### src/hdl/mmbr_ram.sv
module mmbr_ram #(
   parameter int WIDTH = 8,
   parameter int DEPTH = 16,
   localparam int AW = (DEPTH > 1) ? $clog2(DEPTH) : 1
) (
   input  logic             clock,
   input  logic             wr_en,
   input  logic [AW-1:0]    wr_addr,
   input  logic [WIDTH-1:0] wr_data,
   input  logic             rd_en,
   input  logic [AW-1:0]    rd_addr,
   output logic [WIDTH-1:0] rd_data
);

   logic [WIDTH-1:0] mem_ff [DEPTH];
   logic [WIDTH-1:0] rd_data_ff;

   always_ff @(posedge clock) begin
      if (wr_en) begin
         mem_ff[wr_addr] <= wr_data;
      end
      if (rd_en) begin
         rd_data_ff <= mem_ff[rd_addr];
      end
   end

   assign rd_data = rd_data_ff;

endmodule

### config.mk
export PLATFORM = sky130hd
export DESIGN_NAME = mmbr_ram
export DESIGN_NICKNAME = d
export VERILOG_FILES = /design/src/hdl/mmbr_ram.sv
export SDC_FILE = /design/constraint.sdc
export NUM_CORES = 1
export LEC_CHECK = 0
export BUFFER_PORTS_ARGS = -buffer_cell sky130_fd_sc_hd__clkbuf_2
export CAP_MARGIN = 15
export CORE_UTILIZATION = 30
export CTS_BUF_LIST = sky130_fd_sc_hd__clkbuf_8
export CTS_CLUSTER_SIZE = 25
export DETAILED_ROUTE_END_ITERATION = 16
export HOLD_SLACK_MARGIN = 0.1
export PLACE_DENSITY = 0.45
export SETUP_SLACK_MARGIN = 0.2
export SYNTH_ARGS = -nofsm -noshare
export SYNTH_HDL_FRONTEND = slang
export SYNTH_SLANG_ARGS = --single-unit
### constraint.sdc
create_clock -name clock -period 2.2 [get_ports clock]
set_clock_uncertainty 0.15 [all_clocks]
set_input_delay 0.11 -clock clock [delete_from_list [all_inputs] [get_ports clock]]
set_output_delay 0.11 -clock clock [all_outputs]
set_load 0.02 [all_outputs]
* Word level (Yosys, flattened, before mapping)
Memories as Yosys holds them, arrays and structs flattened. A register that Yosys moved wholly into a read port is not among the register bits.
Cells that the tools add are included.
** Word-level totals
- Bits in registers :: 0
- Memory bits (writable) :: 128
- Input port bits :: 19
- Output and inout bits :: 8
- Logic and storage cells :: 3
- Memories :: 1
** Memories
- mem_ff :: depth 16, bits a word 8, read ports 1, clocked after memory_dff 1, wr ports 1, line 15 : logic [WIDTH-1:0] mem_ff [DEPTH];
** Operators by class
- Multiplexer cells :: 2
** Operators by type and width (count)
- 1-bit 2-to-1 mux :: 2

* Logic depth before layout (Yosys ltp)
Gate-level depths: netlist (run 1).
- Depth after elaboration :: 2
- Mapped depth :: 5
- Depth with buffers taken out :: 3

* Worst setup path after synthesis (run 1)
OpenSTA, ideal clock, no wires.
- Path kind :: in2reg
- Start :: in wr_addr[2]
- End :: mem mem_ff[0][0], enable pin
- Library setup time :: 383 ps
- Data arrival time :: 1220 ps
- Required time :: 1667 ps
- Slack :: 447 ps
- Stages on the path :: 2
- Path buffers :: 0
- Cells stage by stage :: or3b_2 -> nor3_1
** RTL lines
- start, declared :: line 8 : input logic [AW-1:0] wr_addr,
- end, declared :: line 15
No word-level cell before the write port.

* Final worst setup path (run 1)
- Start :: in wr_addr[2]
- End :: mem mem_ff[1][2], enable pin
No word-level cell before the write port.

==> results of run 1 <==
[metrics by stage]
stage	setup WS [ns]	area (µm²)	hold WS (ns)	cells	utilization (%)
CTS	0.3645	6266	0.1535	533	37.26
detailed placement	0.2686	5729	0.3995	486	34.06
global route	0.3131	6266	0.1853	533	37.26
global placement	0.2725	5729	0.3900	486	34.06
finish	0.3397	6266	0.1821	533	37.26
floorplan	0.4471	5228	0.05887	229	-
[flip-flops by register name, indices dropped and copies added, names as in the netlist]
name / count
mem_ff: 128
rd_data: 8
[layer usage]
metal	part of all wire, %	wire length, µm
met5	0	0
met4	1.0	114
met3	3.7	400
met2	47	5178
met1	48	5248
[cell usage after synthesis]
master             n  area share (%)
a22oi_1           16             2.3
and2_1             1            0.12
and2b_1            1            0.14
buf_2              3            0.29
buf_4              1            0.14
buf_6              3            0.65
clkdlybuf4s25_2    3            0.57
edfxtp_1         136              78
mux4_1            14             7.0
mux4_2            18             7.8
nand2_1            9            0.65
nand2b_1           2            0.24
nand3_1            1           0.096
nand3b_1           2            0.29
nor2_1            13            0.93
nor2b_1            1            0.12
nor3_1             4            0.38
or3b_2             1            0.17
[layout make-up]
type / instances / area (µm²) / share of cell area [%]
multi-input combinational: 83 / 1057 / 16.87
timing repair buffer: 62 / 462.9 / 7.388
sequential: 136 / 4084 / 65.18
tap: 220 / 275.3 / 4.393
clock buffer: 17 / 234.0 / 3.734
clock inverter: 15 / 152.6 / 2.436
[power breakdown]
part / leakage (µW) / switching, µW / internal, µW / total (µW)
clock: 0.000180 / 978 / 1010 / 1980
sequential: 0.00124 / 15.6 / 2920 / 2930
combinational: 0.000663 / 175 / 132 / 308
[critical path, cell delays in order]
cell and delay, ns:
dlygate4sd3_1 0.53, clkbuf_2 0.13, or3b_2 0.53, nor2_1 0.32, buf_4 0.23
[cell families after synthesis]
| kind of cell | after synthesis | synth area share, % |
|---|---|---|
| flip-flops | 136 | 78.12 |
| AND/OR/NAND/NOR | 35 | 3.136 |
| multiplexers | 32 | 14.79 |
| AO/OA/AOI/OAI | 16 | 2.298 |
| buffers and inverters | 10 | 1.651 |
[worst max-delay path by stage]
stage                     slack, ns  cells after the start  startpoint      endpoint
after floorplan                0.45                      2  wr_addr[2]  mem_ff[0][0]
after global placement         0.27                      5  rd_addr[0]    rd_data[3]
after detailed placement       0.27                      5  rd_addr[0]    rd_data[3]
after CTS                      0.36                      5  wr_addr[2]  mem_ff[1][2]
after global routing           0.31                      5  wr_addr[2]  mem_ff[1][2]
final                          0.34                      5  wr_addr[2]  mem_ff[1][2]
==> impl_metrics.py, run 1 <==
metrics = {
    "route": {
        "initialDrtViolationCount": 197,
        "avgRoutedWirePerCell_um": 20.53,
        "avgViaCountPerCell": 4.664,
        "drtPass1Iterations": 5,
        "routed_wl_mm": 10.94,
        "num_vias": 2486,
        "ant_nets": 0,
        "drc_errors": 0,
    },
    "clock_network": {
        "clock_path_buffers": 2,
        "clock_sinks": 136,
        "clock_latency_ns": 0.44,
        "numCtsBuffers": 17,
        "root_buffer": "clkbuf_8",
        "clk_pin_slew_ns": 0.08,
        "htree_levels": 4,
        "cts_tree": "yes",
        "post-cts-setup-buffer-count": 0,
        "cts_resized": 0,
        "hold_buffers": 15,
    },
    "setup_path": {
        "required_ns": 2.20,
        "critPathKind": "in2reg",
        "timing.rr.end": "rd_data[2]",
        "cp-end-kind": "register",
        "cp_max_fo": 5,
        "arrival_ns": 1.86,
        "r2r_start": "mem_ff[1][2]",
        "start_kind": "input pin",
        "reg2reg_depth": 3,
        "reg2reg_setup_slack_ns": 0.46,
    },
    "global_routing": {
        "gr-usage-met3_pct": 4.006,
        "grt.total_usage_pct": 13.44,
        "grt-ovfl-total": 0,
        "grt_use_met1_pct": 18.15,
        "grt_max_degree": 33,
        "grt_pass1_vias": 2669,
        "busiest_layer": "met2",
        "grt_pass1_wl_mm": 16.67,
        "antenna_found_initial": 0,
        "use_met2_pct": 20.38,
    },
    "min_path": {
        "worstHoldEndpoint": "rd_data[7]",
        "worstHoldPathCells": 5,
        "hp-class": "in2reg",
        "hp-start": "rd_addr[2]",
    },
    "layout": {
        "drive_gt1_share_pct": 30.67,
        "layout.cells.most_common": "edfxtp_1",
        "fillers": 1576,
        "antenna_cells": 0,
        "final_nets": 319,
        "syn_to_final_growth_pct": 19.87,
        "layout_common_cells": "edfxtp_1, clkbuf_2, buf_4",
    },
    "timing": {
        "clock.fmax_mhz": 537.6,
        "period_needed_ns": 1.860,
        "slew_headroom_pct": 68.32,
        "setup_viol": 0,
        "rsz0062_at_grt": "no",
        "setup-tns-final_ns": 0,
        "hold_viol_final": 0,
        "slew_viol_final": 0,
        "worst_pin_slew_ns": 0.4753,
        "fin_crit_sh_pct": 84.56,
    },
    "floorplanning": {
        "die_w_um": 134.0,
        "rows": 47,
        "dieArea_um2": 17960,
        "ios": 27,
        "start_util_pct": 31.08,
        "core_um2": 16820,
        "die_h_um": 134.0,
    },
    "synth": {
        "ys_warn_count": 0,
        "synth-seq-cells": 136,
        "synth_cell_types": 18,
        "synthCells": 229,
        "avgSynthCellArea_um2": 22.83,
        "syn-num-nets": 248,
        "synthesis.area_um2": 5228,
        "seq_area_frac_synth_pct": 78.12,
    },
    "pwr": {
        "vdd_drop_max_uv": 403.0,
        "leakagePower_uw": 0.002080,
        "p_total_uw": 5222,
        "power_density_nw_per_um2": 833.4,
    },
    "outcome": {
        "outcome": "completed",
    },
    "placement": {
        "hpwl_mm": 7.137,
        "io_buffers": 26,
        "gp_congestion": 0.6956,
    },
    "flow_run": {
        "maxCapViolCount": 0,
    },
}
(Power assumes the default switching activity.)
==> inputs of run 2 (changes only) <==
- PLACE_DENSITY: 0.45 -> 0.46
- clock period: 2.2 -> 1.5 ns (I/O delays scaled with it)
==> run 2 against run 1 <==
Effect of this change: the flow now finishes with violations (negative setup slack); final cell count increased by 1.3%; clock power increased by 55%; hold slack got worse by 0.074 ns; core utilization is 1.3 points higher; sequential cell count stayed put; critical path type is now reg2reg; register-to-register slack lost 0.51 ns; non-clock buffer count grew 8; highest routed layer unchanged.
==> impl_metrics.py, run 2 (synthesis results as in run 1) <==
metrics = {
    "setup_path": {
        "arrival_ns": 1.58,
        "required_ns": 1.53,
        "cp_max_fo": 1,
        "reg2reg_depth": 3,
        "cp-end-kind": "register",
        "setup.worst_path.start": "mem_ff[2][4]",
        "start_kind": "register",
        "r2r_start": "mem_ff[2][4]",
        "critPathKind": "reg2reg",
    },
    "layout": {
        "final_nets": 327,
        "multi_input_area_um2": 1086,
        "largest_register_ffs": 128,
        "syn_to_final_growth_pct": 24.08,
        "area.sequential_um2": 4084,
        "final_util_pct": 38.57,
        "drive_gt1_share_pct": 41.56,
        "antenna_cells": 0,
        "fillers": 1557,
        "layout_common_cells": "edfxtp_1, mux4_2, clkbuf_2",
        "layout.cells.most_common": "edfxtp_1",
        "regMostFlops": "mem_ff",
    },
    "global_routing": {
        "antenna_found_initial": 0,
        "grt.total_usage_pct": 13.35,
        "grt_pass1_wl_mm": 16.61,
        "grt_max_degree": 17,
        "grt_pass1_vias": 2716,
        "grt-ovfl-total": 0,
    },
    "outcome": {
        "failed_checks": "negative setup slack",
        "outcome": "complete, but fails checks",
    },
    "route": {
        "drc_errors": 0,
        "routed_wl_mm": 10.67,
        "avgViaCountPerCell": 4.620,
        "num_vias": 2495,
        "ant_nets": 0,
        "drtPass1Iterations": 4,
        "avgRoutedWirePerCell_um": 19.76,
        "initialDrtViolationCount": 221,
    },
    "timing": {
        "slew_headroom_pct": 40.16,
        "timing.final.ws_setup_ns": -0.04836,
        "fin_crit_sh_pct": 103.2,
        "rsz0062_at_grt": "yes",
        "hold_viol_final": 0,
        "clock.fmax_mhz": 645.8,
        "whs_ns": 0.1078,
        "slew_viol_final": 0,
        "period_needed_ns": 1.548,
        "setup-tns-final_ns": -0.1929,
        "setup_viol": 7,
        "worst_pin_slew_ns": 0.8943,
    },
    "pwr": {
        "power_density_nw_per_um2": 1215,
        "combPwrFrac_pct": 6.6,
        "leakagePower_uw": 0.002144,
        "p_switching_uw": 1594,
        "seqPwrFrac_pct": 54.6,
        "p_clk_share_pct": 38.8,
        "vdd_drop_max_uv": 625.1,
        "p_total_uw": 7879,
        "p_int_uw": 6285,
        "swShare_pct": 20.23,
    },
    "floorplanning": {
        "die_w_um": 134.0,
        "die_h_um": 134.0,
        "ios": 27,
        "core_um2": 16820,
        "start_util_pct": 31.08,
        "dieArea_um2": 17960,
        "rows": 47,
    },
    "placement": {
        "gp_congestion": 0.7152,
        "hpwl_mm": 7.264,
        "io_buffers": 26,
    },
    "clock_network": {
        "clk_pin_slew_ns": 0.08,
        "clock_sinks": 136,
        "htree_levels": 4,
        "clock_path_buffers": 2,
        "cts_tree": "yes",
        "clock_latency_ns": 0.44,
        "numCtsBuffers": 17,
        "root_buffer": "clkbuf_8",
    },
    "min_path": {
        "hp-start": "wr_addr[2]",
        "worstHoldPathCells": 4,
        "hp-class": "in2reg",
    },
    "flow_run": {
        "maxCapViolCount": 0,
    },
}
run 2: path summary, 6_finish.rpt:
| check | to | slack [ns] |
|---|---|---|
| max | rd_data[4] | -0.05 |
| min | mem_ff[3][0] | 0.11 |
| max reg2reg | rd_data[4] | -0.05 |
| min reg2reg | rd_data[2] | 0.61 |
run 2: layer usage:
metal	global-route usage (%)	part of all wire, %
met3	4.460	4.7
met5	0	0
met4	4.672	1.3
met1	17.54	45
met2	20.64	49
run 2: area by class of cell:
cell class              count  area share, %
repair buffers             70          9.857
well taps                 220          4.244
clock inverters            14          2.585
clock buffers              17          3.607
flip-flops and latches    136          62.96
multi-input cells          83          16.74
run 2: stage by stage:
stage	cell area [µm²]	worst slack (ns)	instances
finish	6486	-0.04836	540
global route	6486	-0.1117	540
CTS	6459	-0.06644	540
detailed placement	5888	-0.3050	496
global placement	5888	-0.2920	496
floorplan	5245	0.07251	229
run 2: critical path, cell delays in order (launching register included):
cell      delay [ns]
edfxtp_1        0.37
mux4_2          0.50
a22oi_2         0.20
nand2_1         0.09
run 2: timing repair:
item,in CTS,in global routing
endpoints found under the setup margin,9,12
buffers inserted,0,0
hold endpoints to repair,164,0
pin swaps,2,4
hold buffers,13,0
gates cloned,0,0
gates resized for setup,8,10
run 2: power by group through the flow:
stage / registers [µW] / logic (µW) / clock network, µW
after floorplan: 4400 / 240 / 0
after global placement: 4390 / 478 / 0
after detailed placement: 4390 / 480 / 0
after CTS: 4300 / 523 / 3120
after global routing: 4310 / 565 / 3300
final: 4300 / 517 / 3060
