**config.mk**
```make
export PLATFORM = sky130hd
export DESIGN_NAME = mmbr_mac
export DESIGN_NICKNAME = d
export VERILOG_FILES = /design/src/hdl/mmbr_pkg.sv /design/src/hdl/mmbr_mac.sv
export SDC_FILE = /design/constraint.sdc
export NUM_CORES = 1
export LEC_CHECK = 0
export BUFFER_PORTS_ARGS = -buffer_cell sky130_fd_sc_hd__buf_2
export CORE_ASPECT_RATIO = 0.7
export CORE_MARGIN = 1.5
export CORE_UTILIZATION = 60
export CTS_BUF_LIST = sky130_fd_sc_hd__clkbuf_2
export DETAILED_ROUTE_END_ITERATION = 12
export HOLD_SLACK_MARGIN = 0.1
export PLACE_DENSITY = 0.83
export SLEW_MARGIN = 10
export SYNTH_ARGS = -nofsm -noshare
export SYNTH_HDL_FRONTEND = slang
export SYNTH_SLANG_ARGS = --single-unit
export TNS_END_PERCENT = 50
```
**constraint.sdc**
```tcl
create_clock -name clock -period 12.7 [get_ports clock]
set_input_delay 0.635 -clock clock [delete_from_list [all_inputs] [get_ports clock]]
set_output_delay 0.635 -clock clock [all_outputs]
set_load 0.05 [all_outputs]
```
**src/hdl/mmbr_pkg.sv**
```systemverilog
package mmbr_pkg;

   localparam int MODE_W     = 2;
   localparam int INDEX_W    = 8;
   localparam int COL_W      = 6;
   localparam int DATA_W     = 32;
   localparam int WEIGHT_W   = 16;
   localparam int ACC_W      = 40;
   localparam int PROD_W     = 32;
   localparam int LEN_W      = 9;
   localparam int CNT_W      = 7;
   localparam int CSR_INDEX_W = 2;
   localparam int CSR_DATA_W = 9;
   localparam int ROW_LIMIT  = 256;

   localparam logic [MODE_W-1:0] MODE_WEIGHT = 2'd0;
   localparam logic [MODE_W-1:0] MODE_BIAS   = 2'd1;
   localparam logic [MODE_W-1:0] MODE_ACT    = 2'd2;

   localparam logic [CSR_INDEX_W-1:0] CSR_INNER_LENGTH = 2'd0;
   localparam logic [CSR_INDEX_W-1:0] CSR_COLUMN_COUNT = 2'd1;
   localparam logic [CSR_INDEX_W-1:0] CSR_BIAS_ENABLE  = 2'd2;

   typedef struct packed {
      logic [MODE_W-1:0]         mode;
      logic [INDEX_W-1:0]        inner_index;
      logic [COL_W-1:0]          column_index;
      logic signed [DATA_W-1:0]  data_value;
   } req_type;

   typedef struct packed {
      logic [COL_W-1:0]          out_column;
      logic signed [DATA_W-1:0]  out_value;
      logic                      last_of_row;
   } rsp_type;

   typedef enum logic [2:0] {
      ST_IDLE,
      ST_BIAS_RD,
      ST_BIAS_WR,
      ST_ACC_RUN,
      ST_ACC_DRAIN,
      ST_EMIT
   } state_type;

   typedef struct packed {
      logic             valid;
      logic             init;
      logic             bias_enable;
      logic             acc_valid;
      logic             last;
      logic [COL_W-1:0] col;
   } mac_issue_type;

   typedef struct packed {
      logic                    valid;
      logic                    last;
      logic [COL_W-1:0]        col;
      logic [DATA_W-1:0]       bias;
      logic signed [ACC_W-1:0] acc;
   } mac_wb_type;

endpackage

```
**src/hdl/mmbr_mac.sv**
```systemverilog
module mmbr_mac (
   input  logic                                    clock,
   input  logic                                    reset,
   input  mmbr_pkg::mac_issue_type                 issue,
   input  logic signed [mmbr_pkg::WEIGHT_W-1:0]    act,
   input  logic [mmbr_pkg::WEIGHT_W-1:0]           weight,
   input  logic [mmbr_pkg::DATA_W+mmbr_pkg::ACC_W-1:0] col_word,
   output mmbr_pkg::mac_wb_type                    wb
);

   mmbr_pkg::mac_issue_type s1_ff;

   logic                                 s2_valid_ff;
   logic                                 s2_last_ff;
   logic [mmbr_pkg::COL_W-1:0]           s2_col_ff;
   logic [mmbr_pkg::DATA_W-1:0]          s2_bias_ff;
   logic signed [mmbr_pkg::PROD_W-1:0]   prod_ff;
   logic signed [mmbr_pkg::ACC_W-1:0]    base_ff;

   logic signed [mmbr_pkg::WEIGHT_W-1:0] weight_s;
   logic [mmbr_pkg::DATA_W-1:0]          bias_word;
   logic signed [mmbr_pkg::DATA_W-1:0]   bias_s;
   logic signed [mmbr_pkg::ACC_W-1:0]    acc_word;
   logic signed [mmbr_pkg::PROD_W-1:0]   prod_in;
   logic signed [mmbr_pkg::ACC_W-1:0]    base_in;
   logic signed [mmbr_pkg::ACC_W:0]      sum;
   logic signed [mmbr_pkg::ACC_W-1:0]    sum_sat;

   assign weight_s  = $signed(weight);
   assign bias_word = col_word[mmbr_pkg::DATA_W+mmbr_pkg::ACC_W-1:mmbr_pkg::ACC_W];
   assign bias_s    = $signed(bias_word);
   assign acc_word  = $signed(col_word[mmbr_pkg::ACC_W-1:0]);
   assign prod_in   = mmbr_pkg::PROD_W'(act) * mmbr_pkg::PROD_W'(weight_s);

   always_comb begin
      if (s1_ff.init) begin
         base_in = s1_ff.bias_enable ? mmbr_pkg::ACC_W'(bias_s) : '0;
      end else begin
         base_in = s1_ff.acc_valid ? acc_word : '0;
      end
   end

   always_ff @(posedge clock) begin
      if (reset) begin
         s1_ff       <= '0;
         s2_valid_ff <= 1'b0;
      end else begin
         s1_ff       <= issue;
         s2_valid_ff <= s1_ff.valid;
      end
   end

   always_ff @(posedge clock) begin
      s2_last_ff <= s1_ff.last;
      s2_col_ff  <= s1_ff.col;
      s2_bias_ff <= bias_word;
      prod_ff    <= prod_in;
      base_ff    <= base_in;
   end

   // saturate to the signed accumulator range
   always_comb begin
      sum = (mmbr_pkg::ACC_W+1)'(base_ff) + (mmbr_pkg::ACC_W+1)'(prod_ff);
      if (sum[mmbr_pkg::ACC_W] != sum[mmbr_pkg::ACC_W-1]) begin
         sum_sat = {sum[mmbr_pkg::ACC_W], {(mmbr_pkg::ACC_W-1){~sum[mmbr_pkg::ACC_W]}}};
      end else begin
         sum_sat = sum[mmbr_pkg::ACC_W-1:0];
      end
   end

   always_comb begin
      wb.valid = s2_valid_ff;
      wb.last  = s2_last_ff;
      wb.col   = s2_col_ff;
      wb.bias  = s2_bias_ff;
      wb.acc   = sum_sat;
   end

endmodule

```
# After elaboration in Yosys (flattened, before gate mapping)
# Index checks and enable logic that the tools add are counted.
# W data, S select, Z words.
dict set report word_totals {
  regBits 123
  inputBits 117
  elab_cells 20
}
dict set report classes {
  n_addsub 1
  multipliers 1
  n_eq_ne 1
  mux 4
  bitwise 1
}
# cell count
set op_table {}
lappend op_table {{$mux W40} 4}
lappend op_table {{$add A40 B32 Y41} 1}
lappend op_table {{$mul A16 B16 Y32} 1}
lappend op_table {{$ne A1 B1 Y1} 1}
lappend op_table {{$not A1 Y1} 1}

# Depth between registers and ports, before layout
dict set report depth {
  ltp_word 3
  ltp_mapped 24
  mapped_depth_nobuf 22
}

# Worst setup path after synthesis
# No wires, ideal clock.
dict set report synth_timing {
  path_type {input to register}
  startpoint {in act[15] (netlist bit)}
  endpoint {reg prod_ff[31] (netlist bit)}
  setup_ps 72
  t_arrival_ps 6444
  required_time_ps 12628
  path_slack_ps 6184
  path_stages 20
  n_path_buf 1
  path_cell_list {clkbuf_1 -> nand2_1 -> inv_1 -> fa_1 -> fa_1 -> fa_1 -> fa_1 -> fa_1 -> inv_1 -> fa_1 -> inv_1 -> ha_1 -> a21o_1 -> a221o_1 -> a21o_1 -> a221o_1 -> o41a_1 -> a211o_1 -> a21oi_1 -> xnor2_1}
}
dict set report synth_between {
  elab_chain_cells 1
}
# element line
set synth_rtl {}
lappend synth_rtl {{start: declaration} mmbr_mac.sv:5} ;# input logic signed [mmbr_pkg::WEIGHT_W-1:0] act,
lappend synth_rtl {{$mul A16 B16 Y32} mmbr_mac.sv:33} ;# assign prod_in = mmbr_pkg::PROD_W'(act) * mmbr_pkg::PROD_W'(weight_s);
lappend synth_rtl {{net prod_in (one bit)} mmbr_mac.sv:24} ;# logic signed [mmbr_pkg::PROD_W-1:0] prod_in;
lappend synth_rtl {{end signal: assignment} mmbr_mac.sv:57} ;# prod_ff <= prod_in;
lappend synth_rtl {{end: declaration} mmbr_mac.sv:17} ;# logic signed [mmbr_pkg::PROD_W-1:0] prod_ff;
# The timed path passes the listed nets, and every way through them passes these cells.
# A chain may end at the register's enable or synchronous reset.

# Worst setup path after layout
dict set report layout_timing {
  startpoint {in act[7] (netlist bit)}
  endpoint {reg prod_ff[30] (netlist bit)}
}
# Same word-level chain as after synthesis.

==> results.md <==
- Hold Crit Start: col_word[15]
- Global Route Usage Sum: 0.284
- Antenna Nets Post-Route: 0
- Crit-path cells: buf_2, nand2_1, fa_1, inv_1, fa_1, inv_1, fa_1, inv_1, fa_1, fa_1, inv_1, fa_1, inv_1, ha_1, a2111oi_0, a21oi_2, a211o_1, or4_1, and3_4, a311oi_2, xnor2_1
- Largest net degree at the start of global routing: 38
- IO Count: 197
- Worst skew pair latency: around 0.7 ns
- Syn Inst Count: 1601
- Mapped Area: 15100 um^2
- Worst-path clk slew: 0.20 ns
- Drt total wl: 34.8 mm
- Crit path top cell by count: fa_1
- Synth Net Count: ~2100
- Synth-to-layout area growth: 12.4%
- Reg area: around 2500 um^2
- Slew @ Worst Pin: 0.680 ns
- Core Box Area: 24700 um^2
- CP startpoint kind: input port
- Gpl congestion: 0.910
- Nets: 2306
- Site Rows: 48
- RSZ-0062 raised after global routing: no
- Drt wl/cell: 16.2 um
- Largest area contributor in the netlist: fa_1
- Max_slew headroom: 0.546
- DRC viols: 0
- Global-route wire length before repair: 58.4 mm
- Commonest cells post-synth: inv_1 (290), fa_1 (263), nand2_1 (149)
- Area occupied by multi-input gates: 11300 um^2
- Fraction of registers with async set/reset: 0
- Port Buf Inserts: 196
- Vias post-DR: about 12000
- R2R depth: 3
- Most frequent cell after synthesis: inv_1
- Syn Area/Cell: approximately 9.4 um^2
- Fmax: 0.160 GHz
- Clk_skew: 0.0276 ns
- CTS H-tree lvls: 4
- Share of post-route cells with drive strength above 1: 0.133
- Hold Crit Class: input port to flip-flop
- Setup violators final: 0
- Initial core utilization: 0.611
- Hold path endpoint: base_ff[15]
- Hold path depth: 2
- Post-CTS Setup Inserts: 0
- Placed cell count: 2064
- Crit. End Element: flip-flop
- Post-synth top area share: 0.349
- Yosys cell types: 65
- CP Launch Point: act[7]
- CP bufs+invs: 6
- CTS max path bufs: 2
- TNS Setup: 0 ns
- Drt first-iter violations: just under 700
- Root Driver: clkbuf_2
- Synth warn: 0
- Flop2flop setup slack: between 10 and 15 ns
- Max-slew violations: 0
- Post-DP HPWL: between 20 and 30 mm
- Die Width: around 190 um
- Tmin final: about 6.3 ns
- CP Data Required Time: 13.35 ns
- Clock Sinks: 123
- Reg-to-reg critical path startpoint: s1_ff[9]
- Number of global-route vias before repair: 12400
- Register area share after synthesis: 0.163
- Vias/cell: about 5.5
- Final hold vios: 0
- GR Overflow Total: 0
- Fin cells: between 2000 and 2500
- CTS tree: done
- Drt first pass iters: 6
- Cts bufs inserted: 17
- Die height: 136 um
- Fin util: 0.686
- WP data arrival: 6.91 ns
- Post-synthesis register bit count: roughly 120
- Crit-path max cell delay: a little under 0.6 ns
- Initial antenna violation count: 1
- RR Endpoint: base_ff[7]
- Largest fanout on the critical path: 16
- Ys flop type: dfxtp_1
- Fillers: 1953
- Slowest stage cell, crit path: a2111oi_0
- Post-synth EDFFs: 0
- Setup CP Type: input port to flip-flop
- Ranking of synthesized cells by area: fa_1 (35%), dfxtp_1 (16%), ha_1 (10%)
- Max-Cap Viols: 0
- Status: finished clean
- Post-route clock period utilization: 0.493
- Total die area: 26100 um^2
- Post_cts resized: 0
- Largest delay contributor family on the critical path: adder cells
[kinds of logic after synthesis]
kind of cell / synth area share
AND/OR/NAND/NOR: 0.132
adder cells (fa/ha/maj): 0.452
flip-flops: 0.163
AO/OA/AOI/OAI: 0.123
buffers and inverters: 0.0888
XOR/XNOR: 0.0412
[worst max path at each step]
stage / endpoint / slack [ns] / cells after the start
floorplan: prod_ff[31] / 6.18 / 20
global placement: prod_ff[31] / 5.92 / 21
detailed placement: prod_ff[30] / 5.76 / 21
CTS: prod_ff[30] / 6.51 / 19
global route: prod_ff[30] / 6.11 / 21
finish: prod_ff[30] / 6.44 / 21
[area by class of cell]
type | instances | share of cell area
clock buffers | 17 | 0.00502
flip-flops and latches | 123 | 0.145
repair buffers | 245 | 0.0864
inverters | 290 | 0.0642
diodes | 1 | 0.000148
well taps | 325 | 0.0240
clock inverters | 14 | 0.00916
multi-input cells | 1127 | 0.666
[layer usage]
metal | vias up | routed length, um | global-route usage
li1 | 5473 | - | -
met1 | 5934 | 14800 | 0.375
met2 | 396 | 17300 | 0.488
met3 | 61 | 2020 | 0.0445
met4 | 0 | 668 | 0.0741
met5 | - | 0 | 0
[timing repair]
| item | in CTS | in global routing |
|---|---|---|
| hold buffers | 40 | 6 |
| endpoints found under the hold margin | 40 | 6 |
| endpoints found under the setup margin | 0 | 0 |
[layout by cell type, fill, tap and decap left out, types with 9 or more instances in the layout]
cell type      netlist  routed
nor2_1              40      40
a21o_1              39      39
nand3_1             16      16
buf_2                4     196
o21bai_1            10      10
xor2_1              21      21
ha_1               122     122
and3_1              11      11
clkbuf_2             1      17
and2_1             130     130
dlygate4sd3_1        0      46
inv_1              290     290
nand2b_1             9       9
a211oi_1             9       9
dfxtp_1            123     123
a22o_1              31      31
a21oi_1             72      72
nand2_1            149     149
xnor2_1             50      50
o21ai_0             59      59
fa_1               263     263
nor2b_1             17      16
[flip-flops by register name, indices dropped and copies added (netlist names)]
name	flops
s2_bias_ff	32
s2_col_ff	6
s2_valid_ff	1
s1_ff	11
s2_last_ff	1
prod_ff	32
base_ff	40
[per-stage QoR]
stage          instance area (um^2)  setup slack, ns  hold slack, ns
2_1_floorplan                 15100             6.18           0.310
4_1_cts                       16900             6.51           0.101
3_5_place_dp                  16200             5.76           0.316
5_1_grt                       16900             6.11           0.101
3_3_place_gp                  16200             5.92           0.310
6_report                      16900             6.44           0.133
Power is not shown: default switching activity piles up to over one toggle a cycle in this logic, so the estimate is an artifact.
